**config.mk**
```make
export PLATFORM = sky130hd
export DESIGN_NAME = qmg_cell
export DESIGN_NICKNAME = d
export VERILOG_FILES = /design/src/rtl/core/qmg_cell.sv
export SDC_FILE = /design/constraint.sdc
export NUM_CORES = 1
export LEC_CHECK = 0
export BUFFER_PORTS_ARGS = -buffer_cell sky130_fd_sc_hd__buf_2
export CAP_MARGIN = 10
export CELL_PAD_IN_SITES_DETAIL_PLACEMENT = 1
export CELL_PAD_IN_SITES_GLOBAL_PLACEMENT = 1
export CORE_MARGIN = 2
export CORE_UTILIZATION = 31
export CTS_CLUSTER_SIZE = 25
export DETAILED_ROUTE_END_ITERATION = 6
export PLACE_DENSITY_LB_ADDON = 0.1
export SETUP_SLACK_MARGIN = 0.1
export SYNTH_ARGS = -nofsm -noshare
export SYNTH_HDL_FRONTEND = slang
export SYNTH_SLANG_ARGS = --single-unit
```
**constraint.sdc**
```tcl
create_clock -name clk -period 0.8 [get_ports clk]
set_input_delay 0.08 -clock clk [delete_from_list [all_inputs] [get_ports clk]]
set_output_delay 0.08 -clock clk [all_outputs]
set_load 0.03 [all_outputs]
```
**src/rtl/core/qmg_cell.sv**
```systemverilog
`default_nettype none
module qmg_cell (
  input  wire logic        clk,
  input  wire logic        shift,
  input  wire logic [31:0] d_in,
  output logic      [31:0] q_out
);
  logic [31:0] value_r;
  logic [31:0] value_nxt;

  always_comb begin
    value_nxt = shift ? d_in : value_r;
  end

  always_ff @(posedge clk) begin
    value_r <= value_nxt;
  end

  assign q_out = value_r;
endmodule
`default_nettype wire

```
Word level (Yosys, flattened, before mapping)
Index checks and enable logic that the tools add are counted.
W data, S select, Z words.
Storage, ports and cells
  bits in registers: 32
  bits in latches: 0
  memory bits (writable): 0
  ROM bits: 0
  input port bits: 34
  output and inout port bits: 32
  word-level logic and storage cells: 1
  memories kept: 0
Operators by class
  $add $sub $neg: 0
  multiply operators: 0
  divide/modulo/power cells: 0
  $lt $le $gt $ge: 0
  eq/ne operators: 0
  shift operators: 0
  multiplexer cells: 0
  bitwise logic cells: 0
  reductions and logical operators: 0

Logic depth before layout (Yosys ltp)
  word-level depth: 0
  mapped depth: 0
  gate-level depth less buffers: 0

Worst setup path before layout
Ideal clock, no wire load.
  path type: register -> output
  start: register value_r[0] (netlist: q_out[0])
  end: output q_out[0]
  data arrival time: 496 ps
  data required time: 720 ps
  setup slack: 224 ps
  cell stages (with the launch flop): 1
  path buffers: 0
  cells stage by stage: edfxtp_1
RTL lines
  start: declaration: RTL line 8  | logic [31:0] value_r;
  start signal: assignment: RTL line 16  | value_r <= value_nxt;
  end: declaration: RTL line 6  | output logic [31:0] q_out
No word-level cell between the ends.

Final worst setup path
  start: register value_r[2] (netlist: q_out[2])
  end: output q_out[2]
No word-level cell between the ends.

==> summary.txt <==
Synthesis
  • Post-synthesis cell count: 32
  • Compound-Gate Fraction of Synth Area: 0%
  • Seq/Total Area, Yosys: 100%
  • Synthesized cell area: 961 µm²
  • Mux contribution to synthesized area: 0%
  • XOR/XNOR share of the synthesized area: 0%
  • Synth Register Bits: 32
  • Synth Area in Simple Gates: 0%
  • Synth warn: 0
  • Syn nets: between 60 and 70
  • Adder-cell area share of the yosys netlist: 0%
  • Mean Syn Cell Area: approximately 30 µm²
  • Post-synthesis cell type count: 1

Timing
  • Hold Slack: 0.195 ns
  • FMAX: ~1000 MHz
  • Final Setup Violations: 32
  • Final WS setup: -0.190 ns
  • Max-slew violation count: 0
  • Final Hold Viols: 0
  • Final Critical Period: slightly below 1 ns
  • RSZ-0062 raised after global routing: true
  • Slew at the pin closest to its max-slew limit: approximately 0.17 ns
  • Worst rel slew slack: approximately nine tenths
  • Final cycle utilization of the critical path: 124%

Power and ir drop
  • Clock power share: 23.1%
  • Internal Pwr Total: ~2700 µW
  • Flop pwr share: 55.7%
  • Net Sw Frac: between 20% and 30%
  • Pwr Density: slightly below 2000 nW/µm²
  • Peak supply drop: ~0.0011 V
  • Comb power frac: 21.2%
  • Leakage power: around 0.00081 µW
  • Psw: 976 µW

Clocking
  • # H-tree levels: 2
  • Clk sink count: 32
  • CTS Buffer Depth: 2
  • Num CTS Buffers: 5
  • Root Driver: clkbuf_4
  • CTS tree: yes
  • Clk slew on worst S/H paths: about 0.10 ns
  • Post CTS Setup Buffer Count: 0

Drt
  • Antenna Nets Post-Route: 0
  • Vias per cell: 4.21
  • Vias: 720
  • Iter 0 DRT Violations: 15
  • Drt pass-1 iters: 4
  • Routed WL: roughly 2400 µm
  • Drt drc: 0
  • WL/cell: 14.2 µm

Cells and area
  • Fin area: about 1900 µm²
  • Layout net count: ~170
  • Multi-input combinational gate total: 0
  • ANT cells: 0
  • Layout cells sized above 1: roughly 53%
  • Max reg flops: 32
  • Area growth, synth to finish: 99.7%
  • Multi-input logic area: 0 µm²

Global routing
  • Total global routing overflow: 0
  • Largest net degree at the start of global routing: 33
  • Met2 global-route usage: a little over a quarter
  • Vias in the first global route: ~770
  • Total Routing Usage GR: between 10% and 20%
  • Met1 Usage GRT: 14.6%
  • Most Used Layer, Global Route: met2
  • Global-route wire length before repair: 3590 µm
  • Initial antenna violation count: 0
  • Met3 GRT Util: 6.71%

Worst setup path
  • Buf+Inv Stages, Crit Path: 1
  • CP Class: reg2out
  • Crit path arrival time: roughly 0.91 ns
  • Crit path to: q_out[2]
  • Crit path from: q_out[2]
  • Slowest stage delay, CP: roughly 0.42 ns
  • CP top delay family: flip-flops
  • Startpoint Class: flop
  • CP endpoint kind: output port
  • Crit Path Max Fanout: 1
  • CP Cell Sequence: buf_6
  • Slowest CP cell: edfxtp_1
  • Worst path required time: approximately 0.72 ns
  • Levels on crit path: 1

Floorplanning
  • Die X: ~60 µm
  • # rows: 20
  • Top Ports: 66
  • Overall die area: ~3600 µm²
  • Core ar.: about 3000 µm²
  • Initial Util: between 30 and 40%
  • Die Height: about 60 µm

Status
  • Violated checks: setup timing
  • Run status: finished with violations

Job
  • Max Cap Viol: 0

Worst hold path
  • Hold Path Depth: 2
  • Hold WC Path Type: in2reg

Placed design
  • Placer Congestion: between 0.6 and 0.7
  • I/O Buffers: 65
  • Placed cell area: approximately 1300 µm²
  • Setup WS pre-CTS: approximately 0.096 ns
-- worst min path at each step --
stage | start | endpoint | slack [ns]
floorplan | d_in[0] | q_out[0] | 0.18
global placement | d_in[5] | q_out[5] | 0.26
detailed placement | d_in[5] | q_out[5] | 0.26
CTS | shift | q_out[21] | 0.19
global route | shift | q_out[7] | 0.19
finish | shift | q_out[21] | 0.20
-- power by group through the flow --
stage / registers [µW] / clock network [µW] / logic (µW)
final: 2060 / 851 / 782
after global routing: 2070 / 965 / 823
after CTS: 2060 / 890 / 780
after detailed placement: 2060 / 0 / 514
after global placement: 2050 / 0 / 507
after floorplan: 2340 / 0 / 0
-- kinds of logic after synthesis --
group / count (synthesis)
flops: 32
-- cell type report --
type	instances	area, µm²
Fill cell	273	1080
Tap cell	33	41.3
Timing Repair Buffer	98	866
Clock buffer	5	37.5
Sequential cell	32	961
Clock inverter	3	13.8
-- layout by cell type, fill, tap and decap left out --
master	instances
clkinv_1	1
buf_2	33
clkbuf_4	5
edfxtp_1	32
buf_6	32
buf_12	1
clkinv_2	2
dlygate4sd3_1	32
-- per-stage QoR --
| stage | util, % | total power [µW] | setup TNS (ns) | cells |
|---|---|---|---|---|
| final | 63.9 | 3690 | -5.05 | 171 |
| after global routing | 63.9 | 3860 | -6.52 | 171 |
| after CTS | 63.9 | 3730 | -5.67 | 171 |
| after detailed placement | 44.9 | 2570 | 0 | 131 |
| after global placement | 44.9 | 2560 | 0 | 131 |
| after floorplan | - | 2340 | 0 | 32 |
-- synth_stat cells, drive strengths merged --
cell	n	area [µm²]
edfxtp	32	961
-- what timing repair did --
item / CTS / global route
hold endpoints to repair: 32 / 0
setup endpoints to repair: 32 / 32
resized for setup: 64 / 0
hold buffers: 32 / 0
-- per-layer routing --
layer / vias up / part of all wire (%)
li1: 341 / -
met1: 332 / 35
met2: 41 / 56
met3: 6 / 7.7
met4: 0 / 1.6
met5: - / 0
No activity file was read; power rests on OpenSTA's default activity.
