`src/rtl/core/qmg_sqrt.sv`:
```
`default_nettype none
module qmg_sqrt (
  input  wire logic        clk,
  input  wire logic        rst_n,
  input  wire logic        start,
  input  wire logic [63:0] x,
  output logic             done,
  output logic      [31:0] root
);
  logic [63:0] rem_r, rem_nxt;
  logic [63:0] res_r, res_nxt;
  logic [63:0] bit_r, bit_nxt;
  logic        busy_r, busy_nxt;
  logic        done_r, done_nxt;
  logic [64:0] trial;

  always_comb begin
    trial    = {1'b0, res_r} + {1'b0, bit_r};
    rem_nxt  = rem_r;
    res_nxt  = res_r;
    bit_nxt  = bit_r;
    busy_nxt = busy_r;
    done_nxt = 1'b0;
    if (start) begin
      rem_nxt  = x;
      res_nxt  = '0;
      bit_nxt  = 64'd1 << 62;
      busy_nxt = 1'b1;
    end else if (busy_r) begin
      if ({1'b0, rem_r} >= trial) begin
        rem_nxt = rem_r - trial[63:0];
        res_nxt = (res_r >> 1) + bit_r;
      end else begin
        res_nxt = res_r >> 1;
      end
      bit_nxt = bit_r >> 2;
      if (bit_r[0]) begin
        busy_nxt = 1'b0;
        done_nxt = 1'b1;
      end
    end
  end

  always_ff @(posedge clk) begin
    if (!rst_n) begin
      busy_r <= 1'b0;
      done_r <= 1'b0;
    end else begin
      busy_r <= busy_nxt;
      done_r <= done_nxt;
    end
    rem_r <= rem_nxt;
    res_r <= res_nxt;
    bit_r <= bit_nxt;
  end

  assign done = done_r;
  assign root = res_r[31:0];
endmodule
`default_nettype wire

```
`config.mk`:
```
export PLATFORM = sky130hd
export DESIGN_NAME = qmg_sqrt
export DESIGN_NICKNAME = d
export VERILOG_FILES = /design/src/rtl/core/qmg_sqrt.sv
export SDC_FILE = /design/constraint.sdc
export NUM_CORES = 1
export LEC_CHECK = 0
export BUFFER_PORTS_ARGS = -buffer_cell sky130_fd_sc_hd__buf_2
export CAP_MARGIN = 20
export CORE_ASPECT_RATIO = 0.5
export CORE_MARGIN = 5
export CORE_UTILIZATION = 35
export CTS_CLUSTER_DIAMETER = 150
export DETAILED_ROUTE_END_ITERATION = 7
export GPL_TIMING_DRIVEN = 0
export HOLD_SLACK_MARGIN = 0.08
export REMOVE_ABC_BUFFERS = 1
export SYNTH_ARGS = -nofsm -noshare
export SYNTH_HDL_FRONTEND = slang
export SYNTH_SLANG_ARGS = --single-unit
```
`constraint.sdc`:
```
create_clock -name clk -period 11.3 [get_ports clk]
set_clock_uncertainty 0.05 [all_clocks]
set_input_delay 0.565 -clock clk [delete_from_list [all_inputs] [get_ports clk]]
set_output_delay 0.565 -clock clk [all_outputs]
set_load 0.02 [all_outputs]
```
== After elaboration in Yosys (flattened, before gate mapping) ==
Index checks and enable logic that the tools add are counted.

* Bits in writable memories: 0
* Register bits after elaboration: 162
* Memories kept: 0
* Bits of input ports: 67
* Latch bits: 0
* Output and inout bits: 33
* ROM bits: 0
* Logic and storage cells: 23

* Equality and inequality tests: 0
* Multiply operators: 0
* Order comparisons: 1
* Shift operators: 0
* Bitwise logic cells: 2
* Mux-type cells: 8
* Div/mod/pow operators: 0
* $add $sub $neg: 3
* Reductions and logical operators: 4

{| class="wikitable"
|+ Operator list
! operator !! number
|-
| $mux 64 || 4
|-
| $add 64x63->65 || 1
|-
| $ge 64x65->1 || 1
|-
| $add 63x63->64 || 1
|-
| $sub 64x64->64 || 1
|-
| $mux 1 || 4
|-
| $reduce_bool 2->1 || 2
|-
| $reduce_or 3->1 || 1
|-
| $not 1->1 || 2
|-
| $reduce_and 2->1 || 1
|}

== Depth between registers and ports, before layout ==
* Depth in word-level cells: 5
* Gate-level depth with buffers: 28
* Gate-level depth less buffers: 25

== Worst setup path before layout ==
OpenSTA, ideal clock, no wires.

* Kind: register to register
* From: register bit_r[0]
* To: register rem_r[0] (enable)
* Stages on the path, launching flop included: 28
* Setup slack: 1,012 ps
* Setup time: 574 ps
* Arrival time: 9,663 ps
* Path through: dfxtp_1 -> ha_1 -> ha_1 -> a211oi_1 -> nor3_1 -> a2111oi_4 -> nor3b_1 -> o21a_1 -> nand2_1 -> o41ai_1 -> a21o_1 -> nand2_1 -> xor2_1 -> ha_1 -> clkbuf_1 -> and4_1 -> nand3_1 -> nor2_1 -> a2bb2oi_1 -> nand3_1 -> a221o_1 -> a31oi_4 -> o2111a_1 -> buf_6 -> or2_4 -> buf_6 -> buf_2 -> o21ai_0

* Longest elaborated chain between the ends: 4

{| class="wikitable"
|+ Ends and longest elaborated chain
! element !! RTL line !! text
|-
| from (decl) || 12 || <nowiki>logic [63:0] bit_r, bit_nxt;</nowiki>
|-
| from (signal assigned) || 54 || <nowiki>bit_r <= bit_nxt;</nowiki>
|-
| $add 64x63->65 || 18 || <nowiki>trial = {1'b0, res_r} + {1'b0, bit_r};</nowiki>
|-
| $ge 64x65->1 || 30 || <nowiki>if ({1'b0, rem_r} >= trial) begin</nowiki>
|-
| $reduce_bool 2->1 (no source line) || n/a ||
|-
| $reduce_and 2->1 (no source line) || n/a ||
|-
| to (signal assigned) || 52 || <nowiki>rem_r <= rem_nxt;</nowiki>
|-
| to (decl) || 10 || <nowiki>logic [63:0] rem_r, rem_nxt;</nowiki>
|}

No other way between the ends.
A chain may end at the register's enable or synchronous reset.

== Worst setup path after layout ==
* From: register res_r[2]
* To: register rem_r[62] (enable)

* Longest elaborated chain between the ends: 4

{| class="wikitable"
|+ Ends and longest elaborated chain
! element !! RTL line !! text
|-
| from (decl) || 11 || <nowiki>logic [63:0] res_r, res_nxt;</nowiki>
|-
| from (signal assigned) || 53 || <nowiki>res_r <= res_nxt;</nowiki>
|-
| $add 64x63->65 || 18 ||
|-
| $ge 64x65->1 || 30 ||
|-
| $reduce_bool 2->1 (no source line) || n/a ||
|-
| $reduce_and 2->1 (no source line) || n/a ||
|}

No other way between the ends.

==> impl_results.md <==
- Hold buffers post-CTS: 0
- Count of final setup violators: 0
- Worst EP arrival: 8300 ps
- Min-Delay Path Class: in2reg
- Die Height: 157 microns
- Slew Limit Fails: 0
- Leak: 6.28 nW
- Share of the synthesized area in the top cell type: 13.0%
- Hold slack: 272 ps
- Largest net degree at the start of global routing: 126
- Maximum vdd drop: 0.146 mV
- Worst path required time: 11400 ps
- Met3 WL post-DR: 1720 microns
- GRT Residual Overflow: 0
- PwrDens: 234 nW/um^2
- Core Region: 42400 sq um
- Max Cap Violations: 0
- Initial Util: 35.7%
- Antenna violations before repair: 0
- Sequential cell area fraction in the yosys report: 25.6%
- CTS tree: done
- Min Tclk post-route: 8200 ps
- Nets: 2090
- First-pass GRT wire length: 71200 microns
- Primary FF master, synth: dfxtp_1
- Vias in the first global route: 13300
- Routed Antenna Nets: 0
- Share of cells above drive strength 1: 9.76%
- Syn Inst Count: 1903
- Clk slew on worst S/H paths: 70 ps
- Startpoint class of the critical path: register
- # IOs: 100
- IO Port Bufs: 99
- Fin cells: 2482
- Root Driver: clkbuf_16
- Row cnt: 53
- Die Footprint: 47800 sq um
- Fin area: 16500 sq um
- Ant. Diodes: 0
- Commonest non-fill, non-tap cells in the layout: nor2_1, nand2_1, ha_1
- DIE WIDTH: 304 microns
- Slew margin rel.: 27.9%
- Period utilization: 72.5%
- Top cells by area, synth: dfxtp_1, edfxtp_1, ha_1
- Leading cell type in the layout, fill and taps excluded: nor2_1
- Detailed Route WL: 44900 microns
- Yosys Warn Count: 0
- Seq cells post-synth: 162
- Post-DP HPWL: 33200 microns
- DR WL met2: 21100 microns
- Resize count post-CTS: 0
- Total clock sinks: 162
- Yosys cell types: 90
- CP Cell Sequence: ha_1 -> a31oi_1 -> a211oi_1 -> a211oi_1 -> o21a_1 -> o21ai_2 -> a31oi_1 -> o311ai_2 -> a41oi_1 -> a21o_1 -> a211oi_1 -> ha_1 -> nand3_1 -> nor4_1 -> nand4_1 -> nor3_1 -> a211oi_1 -> nand2_1 -> nand3_2 -> buf_12 -> or2_4 -> o21ai_4 -> buf_12
- Routed metal-1 wirelength: 21100 microns
- Status: completed
- Actual transition at the worst max-transition pin: 1080 ps
- Vias: 14100
- Post-CTS setup buffers: 0
- Netlist Area Pre-Place: 15100 sq um
- RSZ-0062 raised after global routing: no
- Max Freq: 0.122 GHz
- Final Hold Vio Count: 0
- CTS HTree Levels: 4
- Initial DRC count: 1025
- Placed cell area: 15900 sq um
- Global-route usage over all layers: 18.2%
- DRC: 0
- CP most frequent cell: a211oi_1
- Number of synthesized flops with an enable pin: 64
- Largest stage delay, worst path: 620 ps
- Mapped Avg Cell Area: 7.96 sq um
- DR top layer: met4
- Wire per inst: 18.1 microns
- GPL Wtd Cong: 0.901
- Vias per cell: 5.67
- Pre-antenna DRT Iters: 5
- Cell total after placement: 2450
- Setup crit end kind: register
- Critical Path Fanout Max: 40
- Worst-Skew Late Latency: 460 ps
- Worst-case clock buffer depth: 2
- CTS Buf Count: 17
- Critical-path top delay cell: a211oi_1
- Kind of critical path: reg2reg
- Area Overhead vs Synth: 8.79%
- Post-synth ARST share: 0%
- Yosys top cell by area: dfxtp_1
-- cells in the mapped netlist, drive strengths merged, types with 42 or more instances --
library cell / instances
buf: 57
a21oi: 114
dfxtp: 98
xnor2: 91
o21ai: 128
xor2: 65
ha: 130
a21o: 52
edfxtp: 64
nor3: 58
a211oi: 54
a31oi: 64
mux2i: 42
nor2: 212
nand2: 206
clkbuf: 79
-- layer usage --
metal  vias up  global-route usage [%]
met1      6708                    23.8
met3        51                    2.81
met2       305                    31.1
met5         -                       0
li1       7017                       -
met4         0                    5.86
-- final timing paths --
| check | from | endpoint | slack (ps) | cells past startpoint |
|---|---|---|---|---|
| setup / recovery | res_r[2]$_SDFFE_PP0P_ | rem_r[62]$_DFFE_PP_ | 3100 | 23 |
| hold / removal | rst_n | busy_r$_SDFF_PN0_ | 270 | 2 |
| setup reg to reg | res_r[2]$_SDFFE_PP0P_ | rem_r[62]$_DFFE_PP_ | 3100 | 23 |
| hold reg to reg | res_r[0]$_SDFFE_PP0P_ | res_r[0]$_SDFFE_PP0P_ | 460 | 2 |
-- state kept, by name (all words and copies together) (netlist names) --
register / flops
bit_r: 32
done: 1
rem_r: 64
res_r: 64
busy_r: 1
-- layout make-up --
type	count	area, sq um
inverter	29	109
tap	577	722
timing repair buffer	106	661
fill	4403	25900
multi-input combinational	1576	10500
clock buffer	23	489
clock inverter	9	126
sequential	162	3890
-- report_power, final --
part / internal (mW) / switching, mW / leakage (nW)
logic: 0.880 / 1.39 / 4.53
clock network: 0.372 / 0.268 / 0.302
registers: 0.811 / 0.130 / 1.44
-- worst max-delay path: cells and delay by family, from the launching register on --
kind	cells	cell delay, ps
adder cells (fa/ha/maj)	2	660
buffers and inverters	2	550
AND/OR/NAND/NOR	7	1880
flip-flops	1	370
AO/OA/AOI/OAI	12	4270
-- logic make-up after synthesis --
family | synth area share, %
XOR/XNOR | 9.02
adder cells (fa/ha/maj) | 10.9
flip-flops | 25.6
AND/OR/NAND/NOR | 19.8
AO/OA/AOI/OAI | 26.0
buffers and inverters | 5.26
multiplexers | 3.44
-- per-stage QoR --
step           power [mW]  setup WS [ps]  setup TNS [ps]  utilization, %
2_1_floorplan        2.58            455               0               -
3_5_place_dp         3.19           3330               0            37.4
6_report             3.85           3100               0            38.9
4_1_cts              3.85           3270               0            38.9
3_3_place_gp         3.17          -5110         -326450            37.0
5_1_grt              4.14           2860               0            38.9
No activity file was read; power rests on OpenSTA's default activity.
